## config.mk

```make
export PLATFORM = sky130hd
export DESIGN_NAME = longest_window_k_zeros_core
export DESIGN_NICKNAME = d
export VERILOG_FILES = /design/src/sv/lwkz_pkg.sv /design/src/sv/lwkz_ring_ram.sv /design/src/sv/lwkz_ctrl.sv /design/src/sv/lwkz_track.sv /design/src/sv/longest_window_k_zeros_core.sv
export SDC_FILE = /design/constraint.sdc
export NUM_CORES = 2
export LEC_CHECK = 0
export BUFFER_PORTS_ARGS = -buffer_cell sky130_fd_sc_hd__buf_2
export CORE_MARGIN = 3
export CORE_UTILIZATION = 54
export DETAILED_ROUTE_END_ITERATION = 7
export PLACE_DENSITY = 0.78
export SLEW_MARGIN = 10
export SYNTH_ARGS = -nofsm -noshare
export SYNTH_HDL_FRONTEND = slang
export SYNTH_MEMORY_MAX_BITS = 65536
export SYNTH_SLANG_ARGS = --single-unit
```

## constraint.sdc

```tcl
create_clock -name clk_i -period 7.1 [get_ports clk_i]
set_clock_uncertainty 0.1 [all_clocks]
set_input_delay 1.42 -clock clk_i [delete_from_list [all_inputs] [get_ports clk_i]]
set_output_delay 1.42 -clock clk_i [all_outputs]
set_load 0.005 [all_outputs]
```

## src/sv/lwkz_pkg.sv

```systemverilog
// Shared types and constants for the longest-window-with-k-zeros core.
// Used by lwkz_ctrl, lwkz_track and longest_window_k_zeros_core; no dependencies.
`default_nettype none

package lwkz_pkg;

  // Width of the configuration register that holds the zero limit.
  localparam int unsigned LimitW = 8;

  // Width of the best_length result field.
  localparam int unsigned BestW = 17;

  // Byte-padded widths of the stream data buses.
  localparam int unsigned InDataW  = 8;
  localparam int unsigned OutDataW = 24;

  // Per-beat control passed from the ring stage to the window stage.
  typedef struct packed {
    logic win;   // element lies within MAX_LEN and updates the window
    logic pop;   // oldest zero leaves the ring, window start jumps past it
    logic fwd;   // the popped zero is the one written by this beat
    logic last;  // beat closes the sequence
    logic ovf;   // sequence has gone beyond MAX_LEN elements
  } step_t;

endpackage

`default_nettype wire

```

## src/sv/lwkz_ring_ram.sv

```systemverilog
// Zero-position ring storage: one write port, one read port, registered read data.
// Depends on nothing; instantiated by longest_window_k_zeros_core.
`default_nettype none

module lwkz_ring_ram #(
  parameter int unsigned Depth = 256,
  parameter int unsigned AddrW = 8,
  parameter int unsigned DataW = 17
) (
  input  wire logic             clk_i,
  input  wire logic             we_i,
  input  wire logic [AddrW-1:0] waddr_i,
  input  wire logic [DataW-1:0] wdata_i,
  input  wire logic             re_i,
  input  wire logic [AddrW-1:0] raddr_i,
  output logic      [DataW-1:0] rdata_o
);

  logic [DataW-1:0] mem [Depth];

  // Write port.
  always_ff @(posedge clk_i) begin
    if (we_i) begin
      mem[waddr_i] <= wdata_i;
    end
  end

  // Read port; data holds until the next read.
  always_ff @(posedge clk_i) begin
    if (re_i) begin
      rdata_o <= mem[raddr_i];
    end
  end

endmodule

`default_nettype wire

```

## src/sv/lwkz_ctrl.sv

```systemverilog
// Ring stage: head/tail pointers, zero count, position and overflow tracking.
// Issues the ring write and the read of the oldest zero. Uses lwkz_pkg.
`default_nettype none

module lwkz_ctrl #(
  parameter int unsigned MaxLen = 65536,
  parameter int unsigned MaxK   = 255,
  parameter int unsigned PosW   = 17,
  parameter int unsigned AddrW  = 8,
  parameter int unsigned CntW   = 9
) (
  input  wire logic                        clk_i,
  input  wire logic                        rst_ni,
  input  wire logic [lwkz_pkg::LimitW-1:0] max_zeros_i,
  input  wire logic                        in_valid_i,
  output logic                             in_ready_o,
  input  wire logic                        bit_value_i,
  input  wire logic                        last_item_i,
  input  wire logic                        s1_ready_i,
  output logic                             s1_valid_o,
  output lwkz_pkg::step_t                  s1_step_o,
  output logic [PosW-1:0]                  s1_pos_o,
  output logic                             ram_we_o,
  output logic [AddrW-1:0]                 ram_waddr_o,
  output logic [PosW-1:0]                  ram_wdata_o,
  output logic                             ram_re_o,
  output logic [AddrW-1:0]                 ram_raddr_o
);

  logic [AddrW-1:0] head_q, head_d, tail_q, tail_d;
  logic [CntW-1:0]  cnt_q, cnt_d, cnt_inc, limit;
  logic [PosW-1:0]  pos_q, pos_d;
  logic             ovf_q, ovf_d;
  logic             s1_valid_q, s1_valid_d;
  lwkz_pkg::step_t  step_q, step_d;
  logic [PosW-1:0]  spos_q;
  logic             accept, ovf_now, is_zero, wr, pop;

  // Effective limit saturates at MaxK.
  always_comb begin
    if (32'(max_zeros_i) > 32'(MaxK)) begin
      limit = CntW'(MaxK);
    end else begin
      limit = CntW'(max_zeros_i);
    end
  end

  assign in_ready_o = !s1_valid_q || s1_ready_i;
  assign accept     = in_valid_i && in_ready_o;

  // Push a zero at the tail, then pop the oldest one if the count is over the limit.
  assign ovf_now = pos_q >= PosW'(MaxLen);
  assign is_zero = !bit_value_i && !ovf_now;
  assign wr      = is_zero && (32'(cnt_q) < MaxK + 1);
  assign cnt_inc = cnt_q + CntW'(wr);
  assign pop     = is_zero && (cnt_inc > limit) && (cnt_inc != '0);

  assign ram_we_o    = accept && wr;
  assign ram_waddr_o = tail_q;
  assign ram_wdata_o = pos_q;
  assign ram_re_o    = accept && pop;
  assign ram_raddr_o = head_q;

  // Next state of the sequence registers.
  always_comb begin
    head_d = head_q;
    tail_d = tail_q;
    cnt_d  = cnt_q;
    pos_d  = pos_q;
    ovf_d  = ovf_q;
    step_d = step_q;
    if (accept) begin
      step_d.win  = !ovf_now;
      step_d.pop  = pop;
      step_d.fwd  = pop && wr && (cnt_q == '0);
      step_d.last = last_item_i;
      step_d.ovf  = ovf_q || ovf_now;
      if (ovf_now) begin
        ovf_d = 1'b1;
      end else begin
        if (wr) begin
          tail_d = (tail_q == AddrW'(MaxK)) ? '0 : tail_q + AddrW'(1);
        end
        if (pop) begin
          head_d = (head_q == AddrW'(MaxK)) ? '0 : head_q + AddrW'(1);
        end
        cnt_d = pop ? cnt_inc - CntW'(1) : cnt_inc;
        pos_d = pos_q + PosW'(1);
      end
      if (last_item_i) begin
        head_d = '0;
        tail_d = '0;
        cnt_d  = '0;
        pos_d  = '0;
        ovf_d  = 1'b0;
      end
    end
  end

  assign s1_valid_d = accept ? 1'b1 : (s1_ready_i ? 1'b0 : s1_valid_q);

  always_ff @(posedge clk_i or negedge rst_ni) begin
    if (!rst_ni) begin
      head_q     <= '0;
      tail_q     <= '0;
      cnt_q      <= '0;
      pos_q      <= '0;
      ovf_q      <= 1'b0;
      s1_valid_q <= 1'b0;
    end else begin
      head_q     <= head_d;
      tail_q     <= tail_d;
      cnt_q      <= cnt_d;
      pos_q      <= pos_d;
      ovf_q      <= ovf_d;
      s1_valid_q <= s1_valid_d;
    end
  end

  // Beat payload for the window stage.
  always_ff @(posedge clk_i) begin
    step_q <= step_d;
    if (accept) begin
      spos_q <= pos_q;
    end
  end

  assign s1_valid_o = s1_valid_q;
  assign s1_step_o  = step_q;
  assign s1_pos_o   = spos_q;

endmodule

`default_nettype wire

```

## src/sv/lwkz_track.sv

```systemverilog
// Window stage: window start, best length and the output register.
// Takes the popped zero position from the ring read port. Uses lwkz_pkg.
`default_nettype none

module lwkz_track #(
  parameter int unsigned PosW = 17
) (
  input  wire logic                       clk_i,
  input  wire logic                       rst_ni,
  input  wire logic                       s1_valid_i,
  output logic                            s1_ready_o,
  input  wire lwkz_pkg::step_t            s1_step_i,
  input  wire logic [PosW-1:0]            s1_pos_i,
  input  wire logic [PosW-1:0]            ram_rdata_i,
  output logic                            out_valid_o,
  input  wire logic                       out_ready_i,
  output logic [lwkz_pkg::BestW-1:0]      best_length_o,
  output logic                            final_result_o,
  output logic                            length_overflow_o
);

  logic [PosW-1:0] ws_q, ws_d, best_q, best_d, best_new, ws_new, pos1, popped, len;
  logic [PosW+lwkz_pkg::BestW-1:0] best_ext;
  logic            out_valid_q, out_valid_d, fire;
  logic [lwkz_pkg::BestW-1:0] obest_q;
  logic            ofinal_q, oovf_q;

  assign s1_ready_o = !out_valid_q || out_ready_i;
  assign fire       = s1_valid_i && s1_ready_o;

  // New window start and running best for this beat.
  assign popped = s1_step_i.fwd ? s1_pos_i : ram_rdata_i;
  assign ws_new = s1_step_i.pop ? popped + PosW'(1) : ws_q;
  assign pos1   = s1_pos_i + PosW'(1);
  assign len    = pos1 - ws_new;

  always_comb begin
    best_new = best_q;
    if (s1_step_i.win && (pos1 > ws_new) && (len > best_q)) begin
      best_new = len;
    end
  end

  assign best_ext = {{lwkz_pkg::BestW{1'b0}}, best_new};

  // Sequence registers clear after the closing beat.
  always_comb begin
    ws_d   = ws_q;
    best_d = best_q;
    if (fire) begin
      if (s1_step_i.last) begin
        ws_d   = '0;
        best_d = '0;
      end else begin
        ws_d   = s1_step_i.win ? ws_new : ws_q;
        best_d = best_new;
      end
    end
  end

  assign out_valid_d = fire ? 1'b1 : (out_ready_i ? 1'b0 : out_valid_q);

  always_ff @(posedge clk_i or negedge rst_ni) begin
    if (!rst_ni) begin
      ws_q        <= '0;
      best_q      <= '0;
      out_valid_q <= 1'b0;
    end else begin
      ws_q        <= ws_d;
      best_q      <= best_d;
      out_valid_q <= out_valid_d;
    end
  end

  // Output register.
  always_ff @(posedge clk_i) begin
    if (fire) begin
      obest_q  <= best_ext[lwkz_pkg::BestW-1:0];
      ofinal_q <= s1_step_i.last;
      oovf_q   <= s1_step_i.ovf;
    end
  end

  assign out_valid_o       = out_valid_q;
  assign best_length_o     = obest_q;
  assign final_result_o    = ofinal_q;
  assign length_overflow_o = oovf_q;

endmodule

`default_nettype wire

```

## src/sv/longest_window_k_zeros_core.sv

```systemverilog
// Longest window with at most k zeros over a bit stream, one result beat per input beat.
// Two register stages: the ring stage (lwkz_ctrl), then the window stage (lwkz_track).
// Throughput: one beat per cycle without output stalls; one ring write and read a cycle.
// Reset clears pointers, counters, window state, the limit and both valid stages.
// The ring memory is not cleared; only entries written in the current sequence are read.
// Depends on lwkz_pkg, lwkz_ring_ram, lwkz_ctrl and lwkz_track.
`default_nettype none

module longest_window_k_zeros_core #(
  parameter int unsigned MAX_LEN = 65536,
  parameter int unsigned MAX_K   = 255
) (
  input  wire logic                          clk_i,
  input  wire logic                          rst_ni,
  input  wire logic                          cfg_we_i,
  input  wire logic [lwkz_pkg::LimitW-1:0]   cfg_wdata_i,   // max_zeros
  input  wire logic                          s_axis_tvalid,
  output logic                               s_axis_tready,
  input  wire logic [lwkz_pkg::InDataW-1:0]  s_axis_tdata,  // [0] bit_value, rest zero
  input  wire logic                          s_axis_tlast,  // last_item
  output logic                               m_axis_tvalid,
  input  wire logic                          m_axis_tready,
  output logic [lwkz_pkg::OutDataW-1:0]      m_axis_tdata,  // [16:0] best_length, rest zero
  output logic                               m_axis_tuser,  // length_overflow
  output logic                               m_axis_tlast   // final_result
);

  localparam int unsigned PosW  = $clog2(MAX_LEN + 1);
  localparam int unsigned Depth = MAX_K + 1;
  localparam int unsigned AddrW = (Depth > 1) ? $clog2(Depth) : 1;
  localparam int unsigned CntW  = $clog2(MAX_K + 2);

  logic [lwkz_pkg::LimitW-1:0] max_zeros_q;
  logic                        s1_valid, s1_ready;
  lwkz_pkg::step_t             s1_step;
  logic [PosW-1:0]             s1_pos, ram_wdata, ram_rdata;
  logic                        ram_we, ram_re;
  logic [AddrW-1:0]            ram_waddr, ram_raddr;
  logic [lwkz_pkg::BestW-1:0]  best_length;

  // Zero limit register.
  always_ff @(posedge clk_i or negedge rst_ni) begin
    if (!rst_ni) begin
      max_zeros_q <= '0;
    end else if (cfg_we_i) begin
      max_zeros_q <= cfg_wdata_i;
    end
  end

  lwkz_ctrl #(
    .MaxLen (MAX_LEN),
    .MaxK   (MAX_K),
    .PosW   (PosW),
    .AddrW  (AddrW),
    .CntW   (CntW)
  ) u_ctrl (
    .clk_i       (clk_i),
    .rst_ni      (rst_ni),
    .max_zeros_i (max_zeros_q),
    .in_valid_i  (s_axis_tvalid),
    .in_ready_o  (s_axis_tready),
    .bit_value_i (s_axis_tdata[0]),
    .last_item_i (s_axis_tlast),
    .s1_ready_i  (s1_ready),
    .s1_valid_o  (s1_valid),
    .s1_step_o   (s1_step),
    .s1_pos_o    (s1_pos),
    .ram_we_o    (ram_we),
    .ram_waddr_o (ram_waddr),
    .ram_wdata_o (ram_wdata),
    .ram_re_o    (ram_re),
    .ram_raddr_o (ram_raddr)
  );

  lwkz_ring_ram #(
    .Depth (Depth),
    .AddrW (AddrW),
    .DataW (PosW)
  ) u_ring (
    .clk_i   (clk_i),
    .we_i    (ram_we),
    .waddr_i (ram_waddr),
    .wdata_i (ram_wdata),
    .re_i    (ram_re),
    .raddr_i (ram_raddr),
    .rdata_o (ram_rdata)
  );

  lwkz_track #(
    .PosW (PosW)
  ) u_track (
    .clk_i             (clk_i),
    .rst_ni            (rst_ni),
    .s1_valid_i        (s1_valid),
    .s1_ready_o        (s1_ready),
    .s1_step_i         (s1_step),
    .s1_pos_i          (s1_pos),
    .ram_rdata_i       (ram_rdata),
    .out_valid_o       (m_axis_tvalid),
    .out_ready_i       (m_axis_tready),
    .best_length_o     (best_length),
    .final_result_o    (m_axis_tlast),
    .length_overflow_o (m_axis_tuser)
  );

  assign m_axis_tdata = {{(lwkz_pkg::OutDataW - lwkz_pkg::BestW){1'b0}}, best_length};

endmodule

`default_nettype wire

```

**Word level (Yosys, flattened, before mapping)**

Memories as Yosys holds them, arrays and structs flattened. A register that Yosys moved wholly into a read port is not among the register bits.
Cells that the tools add are included.
W data, S select, Z words.

- Flip-flop bits (word level): 128
- Latch bits: 0
- RAM bits: 4352
- ROM bits: 0
- Bits of input ports: 22
- Word-level logic and storage cells: 95
- Memories: 1

Memory list:

| memory | depth | width | rd ports | clocked after Yosys merged registers in | write ports | RTL line | text |
|---|---|---|---|---|---|---|---|
| u_ring.mem | 256 | 17 | 1 | 1 | 1 | lwkz_ring_ram.sv:19 | `logic [DataW-1:0] mem [Depth];` |

- $add $sub $neg: 8
- Multipliers: 0
- Div/mod/pow operators: 0
- Order comparisons: 5
- Eq/ne operators: 3
- Shift operators: 0
- Mux-type cells: 27
- Bitwise operators: 0
- Reductions and logical operators: 32

Operators by type and width:

| kind | count |
|---|---|
| $mux W17 | 8 |
| $mux W8 | 8 |
| $add A17 B1 Y17 const B | 3 |
| $gt A17 B17 Y1 | 2 |
| $mux W9 | 3 |
| $ge A17 B17 Y1 const B | 1 |
| $sub A17 B17 Y17 | 1 |
| $add A8 B1 Y8 const B | 2 |
| $eq A8 B8 Y1 const B | 2 |
| $logic_and A1 B1 Y1 | 12 |
| $reduce_bool A2 Y1 | 6 |
| $add A9 B1 Y9 | 1 |
| $gt A9 B8 Y1 | 1 |
| $logic_not A9 Y1 | 1 |
| $lt A9 B9 Y1 const B | 1 |
| $reduce_bool A9 Y1 | 1 |
| $sub A9 B1 Y9 const B | 1 |
| $mux W1 | 8 |
| $reduce_and A2 Y1 | 3 |
| $reduce_and A3 Y1 | 2 |
| $logic_not A1 Y1 | 4 |
| $logic_or A1 B1 Y1 | 3 |
| $ne A2 B2 Y1 const B | 1 |

**Depth between registers and ports, before layout**

- Depth after elaboration: 11
- Mapped depth: 26
- Depth with buffers taken out: 23

**By module**

A second synthesis with hierarchy kept.

- Cells, all modules: 8725
- Area, all modules: 178722.7 µm²

By module, submodules not included:

| module | instances | cells an instance | area each (µm²) |
|---|---|---|---|
| lwkz_ring_ram | 1 | 7797 | 169874.2 |
| lwkz_track | 1 | 527 | 4758.3 |
| lwkz_ctrl | 1 | 376 | 3702.3 |
| longest_window_k_zeros_core | 1 | 25 | 387.9 |

**Worst setup path after synthesis**

Ideal clock, no wire load.

- Kind: register to register
- Start point: register u_ctrl.pos_q[16], in the netlist u_ctrl.ram_wdata_o[16]
- End point: register u_ring.rdata_o[0] (read register of u_ring.mem), enable pin
- Setup time: 392 ps
- Arrival time: 6815 ps
- Required time: 6608 ps
- Setup slack: -207 ps
- Cell stages (with the launch flop): 15
- Buffers on the path: 0
- Period minus slack after synthesis: 7307 ps
- Cells stage by stage: dfrtp_1 or3_1 inv_1 ha_1 ha_1 nand3_1 nor2_1 or2_2 ha_1 and3_1 and3_1 a211oi_1 o311a_1 nor2_2 nor2_1

- Cells in the longest elaborated chain, start to end: 9

Ends and longest elaborated chain:

| element | RTL line | text |
|---|---|---|
| from (decl) | lwkz_ctrl.sv:32 | `logic [PosW-1:0] pos_q, pos_d;` |
| from (signal assigned) | lwkz_ctrl.sv:114 | `pos_q <= pos_d;` |
| $ge A17 B17 Y1 (*) | lwkz_ctrl.sv:52 | `assign ovf_now = pos_q >= PosW'(MaxLen);` |
| $logic_not A1 Y1 (*) | lwkz_ctrl.sv:53 | `assign is_zero = !bit_value_i && !ovf_now;` |
| $logic_and A1 B1 Y1 (*) | lwkz_ctrl.sv:53 |  |
| $logic_and A1 B1 Y1 | lwkz_ctrl.sv:54 | `assign wr = is_zero && (32'(cnt_q) < MaxK + 1);` |
| $add A9 B1 Y9 | lwkz_ctrl.sv:55 | `assign cnt_inc = cnt_q + CntW'(wr);` |
| $gt A9 B8 Y1 | lwkz_ctrl.sv:56 | `assign pop = is_zero && (cnt_inc > limit) && (cnt_inc != '0);` |
| $logic_and A1 B1 Y1 | lwkz_ctrl.sv:56 |  |
| $logic_and A1 B1 Y1 (*) | lwkz_ctrl.sv:56 |  |
| $logic_and A1 B1 Y1 (*) | lwkz_ctrl.sv:61 | `assign ram_re_o = accept && pop;` |
| net ram_re | longest_window_k_zeros_core.sv:37 | `logic ram_we, ram_re;` |
| to (decl) | lwkz_ring_ram.sv:16 | `output logic [DataW-1:0] rdata_o` |

The timed path passes the listed nets; every way through them passes the cells marked *.
A chain may end at the register's enable or synchronous reset.

**Worst setup path in the final report**

- Start point: register u_ctrl.step_q (netlist bit u_ctrl.s1_step_o[2])
- End point: register u_track.best_q[2]

- Cells in the longest elaborated chain, start to end: 8

Ends and longest elaborated chain:

| element | RTL line | text |
|---|---|---|
| from (decl) | lwkz_ctrl.sv:35 | `lwkz_pkg::step_t step_q, step_d;` |
| from (signal assigned) | lwkz_ctrl.sv:122 | `step_q <= step_d;` |
| $mux W17 (*) | lwkz_track.sv:32 | `assign popped = s1_step_i.fwd ? s1_pos_i : ram_rdata_i;` |
| $add A17 B1 Y17 (*) | lwkz_track.sv:33 | `assign ws_new = s1_step_i.pop ? popped + PosW'(1) : ws_q;` |
| $mux W17 (*) | lwkz_track.sv:33 |  |
| $sub A17 B17 Y17 or $gt A17 B17 Y1 (tied branches) | lwkz_track.sv:35, lwkz_track.sv:39 |  |
| $gt A17 B17 Y1 or $logic_and A1 B1 Y1 (tied branches) | lwkz_track.sv:39 | `if (s1_step_i.win && (pos1 > ws_new) && (len > best_q)) begin` |
| $logic_and A1 B1 Y1 | lwkz_track.sv:39 |  |
| $mux W17 (*) | lwkz_track.sv:39 |  |
| $mux W17 (*) | lwkz_track.sv:51 | `if (s1_step_i.last) begin` |
| to (signal assigned) | lwkz_track.sv:70 | `best_q <= best_d;` |
| to (decl) | lwkz_track.sv:22 | `logic [PosW-1:0] ws_q, ws_d, best_q, best_d, best_new, ws_new, pos1, popped, len;` |

Mark *: on every way between the ends. The rest lies on a longest branch, timed or not.

==> impl_metrics.json <==
{
  "outcome": "finished, violations left",
  "violations": "design-rule violations",
  "cp_top_family": "simple AND/OR/NAND/NOR gates",
  "grt_antenna_before_repair": 24,
  "async_flop_share_pct": 1.93,
  "grt_overflow": 0,
  "num-fill-cells": 20400,
  "design.die.area_mm2": 0.331,
  "synth_most_common_cell": "edfxtp_1",
  "setup_viol": 0,
  "wirelength_mm": 451,
  "maxSlewViolCount": 0,
  "wire_per_inst_um": 35.8,
  "postCtsHoldBufs": 0,
  "grt_pass1_vias": 86600,
  "cts_buffers": 421,
  "postCtsResizedCells": 0,
  "yosysTopAreaCell": "edfxtp_1",
  "clkTransAtPathRegs_ns": 0.06,
  "fmax_mhz": 154,
  "synth_top_area_share_pct": 75.7,
  "chipHeight_um": 575,
  "drtIter0Drc": 13600,
  "avgSynthCellArea_um2": 23.3,
  "grt.total_usage_pct": 27.3,
  "io_buffers": 35,
  "timing.final.crit_share_pct": 91.6,
  "grt_pass1_wl_mm": 649,
  "seq_area_frac_synth_pct": 77.0,
  "ant_nets": 0,
  "dp_hpwl_mm": 234,
  "place_area_mm2": 0.182,
  "max-clock-path-buffers": 4,
  "regArea_mm2": 0.135,
  "ys.flop_type": "edfxtp_1",
  "nets": 8017,
  "tightestPinTransition_ns": 1.35,
  "clkSinkCount": 4497,
  "crit_path_max_fanout": 24,
  "slew_headroom_pct": 9.49,
  "via_per_inst": 6.82,
  "ys_ff_latch": 4497,
  "reg2reg_depth": 23,
  "core-area_mm2": 0.322,
  "start_util_pct": 54.4,
  "maxCapViolCount": 0,
  "worst_ep_arrival_time_ns": 7.25,
  "fin_crit_ns": 6.50,
  "synth_warnings": 0,
  "max_stage_delay_ns": 0.92,
  "cp_slowest_cell": "nor3_2",
  "power.total_mw": 53.7,
  "synth_area_mm2": 0.175,
  "clk_latency_ns": 0.98,
  "crit_type": "flip-flop to flip-flop",
  "synthCells": 7499,
  "cts_tree": "yes",
  "vdd_drop_max_mv": 0.213,
  "cp_num_cells": 23,
  "end_kind": "flip-flop",
  "synth_cell_type_count": 67,
  "synth_edf_count": 4410,
  "power_density_mw_per_mm2": 273,
  "drc": 3,
  "globalplace.congestion": 0.877,
  "crit_buf_inv": 2,
  "die_w_um": 575,
  "cp-start-kind": "flip-flop",
  "hold_class": "primary input to asynchronous set/reset pin",
  "rows": 208,
  "leakagePower_nw": 64.1,
  "synth_commonest_cells": "edfxtp_1 (4410), mux4_2 (1360), nor2_1 (321), clkbuf_1 (225)",
  "setup_tns_ns": 0,
  "stdcell_area_mm2": 0.196,
  "grt_max_degree": 230,
  "areaGrowthSynthToFinish_pct": 12.2,
  "cp_cell_sequence": "buf_4 > nor2b_1 > a32oi_1 > nor3_1 > buf_4 > nand3_1 > xor2_1 > mux2i_1 > ha_1 > a21o_1 > a21o_1 > a221oi_1 > a31oi_1 > or4b_2 > nand3_1 > ha_1 > nand4_1 > nor2_1 > nand4_1 > and3_1 > o221ai_2 > nor3_2 > a22o_1",
  "drive_gt1_share_pct": 31.0,
  "root_buffer": "clkbuf_16",
  "drt_pass1_iterations": 8,
  "cts_setup_buffers": 0,
  "rsz0062_at_grt": "false",
  "vias": 85900,
  "multi_input_area_mm2": 0.0387,
  "post-route-util_pct": 61.0,
  "hold_viol": 0,
  "ios": 50,
  "synthTopCellsByArea": "edfxtp_1 (76%), mux4_2 (18%), dfrtp_1 (1.2%)",
  "htreeDepth": 5,
  "crit_required_ns": 7.85
}
## layout by cell type (no fill, tap or decap), drive strengths merged, types with 21 or more instances in the layout
cell type | synthesis | routed
o21ai | 39 | 39
clkbuf | 225 | 513
a21oi | 34 | 34
buf | 181 | 418
mux2 | 47 | 47
clkinv | 0 | 170
mux4 | 1360 | 1360
inv | 54 | 70
xor2 | 26 | 26
nand2 | 116 | 116
dfrtp | 87 | 87
edfxtp | 4410 | 4410
xnor2 | 36 | 36
nand3 | 49 | 49
bufinv | 0 | 54
nor2 | 322 | 322
mux2i | 125 | 125
ha | 54 | 54
nor3 | 24 | 24
nor2b | 21 | 21
a22oi | 50 | 50
## cells by family (layout without fill, tap and decap cells)
| kind of cell | count (synthesis) | count (layout) | share of synthesized area, % |
|---|---|---|---|
| multiplexers | 1532 | 1532 | 18.5 |
| XOR/XNOR | 62 | 62 | 0.310 |
| AO/OA/AOI/OAI | 253 | 253 | 1.02 |
| flip-flops | 4497 | 4497 | 77.0 |
| buffers and inverters | 460 | 1242 | 1.13 |
| AND/OR/NAND/NOR | 639 | 639 | 1.64 |
| other | 1 | 22 | 0.00214 |
| adder cells (fa/ha/maj) | 55 | 55 | 0.398 |
## sequential cells by signal, indices dropped and copies added, names as in the netlist, 5 cells and up
register and count:
max_zeros_q 8, u_ctrl.cnt_q 9, u_ctrl.ram_raddr_o 8, u_ctrl.ram_waddr_o 8, u_ctrl.ram_wdata_o 17, u_ctrl.s1_pos_o 17
u_ctrl.s1_step_o 5, u_ring.mem 4352, u_ring.rdata_o 17, u_track.best_length_o 17, u_track.best_q 17, u_track.ws_q 17
## area by class of cell
type                            count  share of cell area, %
Sequential cell                  4497                   68.6
Inverter                           54                  0.105
Clock inverter                    257                   1.44
Antenna cell                       15                 0.0191
Tap cell                         4305                   2.74
Clock buffer                      513                   5.63
Timing Repair Buffer              418                   1.75
Multi-Input combinational cell   2548                   19.7
## final timing paths
kind	slack (ns)	start	end
worst max-delay path	0.60	u_ctrl.s1_step_o[2]$_DFFE_PP_	u_track.best_q[2]$_DFFE_PN0P_
worst min-delay path	0.32	rst_ni	u_track.best_q[8]$_DFFE_PN0P_
worst max register to register	0.60	u_ctrl.s1_step_o[2]$_DFFE_PP_	u_track.best_q[2]$_DFFE_PN0P_
worst min register to register	0.38	u_ctrl.s1_step_o[0]$_DFFE_PP_	u_track.length_overflow_o$_DFFE_PP_
max in group asynchronous	5.29	rst_ni	u_ctrl.ram_wdata_o[4]$_DFFE_PN0P_
min in group clk_i	0.38	u_ctrl.s1_step_o[0]$_DFFE_PP_	u_track.length_overflow_o$_DFFE_PP_
## metal layers
metal  GRT usage (%)  share of wire (%)  wire length (µm)
met3            7.34                 12             55300
met1            36.5                 34            154000
met4            11.9                5.0             22700
met5               0              0.029               129
met2            42.9                 49            219000
## through the flow
| stage | cells | hold WS [ns] | setup WS, ns |
|---|---|---|---|
| floorplan | 7505 | 0.300 | 1.23 |
| global placement | 11800 | 0.369 | 0.695 |
| detailed placement | 11800 | 0.373 | 0.661 |
| CTS | 12600 | 0.278 | 0.650 |
| global route | 12600 | 0.336 | 0.128 |
| finish | 12600 | 0.317 | 0.599 |
## report_power, final
group / switching, mW / internal (mW)
sequential: 0.168 / 29.1
combinational: 0.946 / 0.460
clock: 9.87 / 13.1
Note: power is estimated with default switching activity, not from simulation.
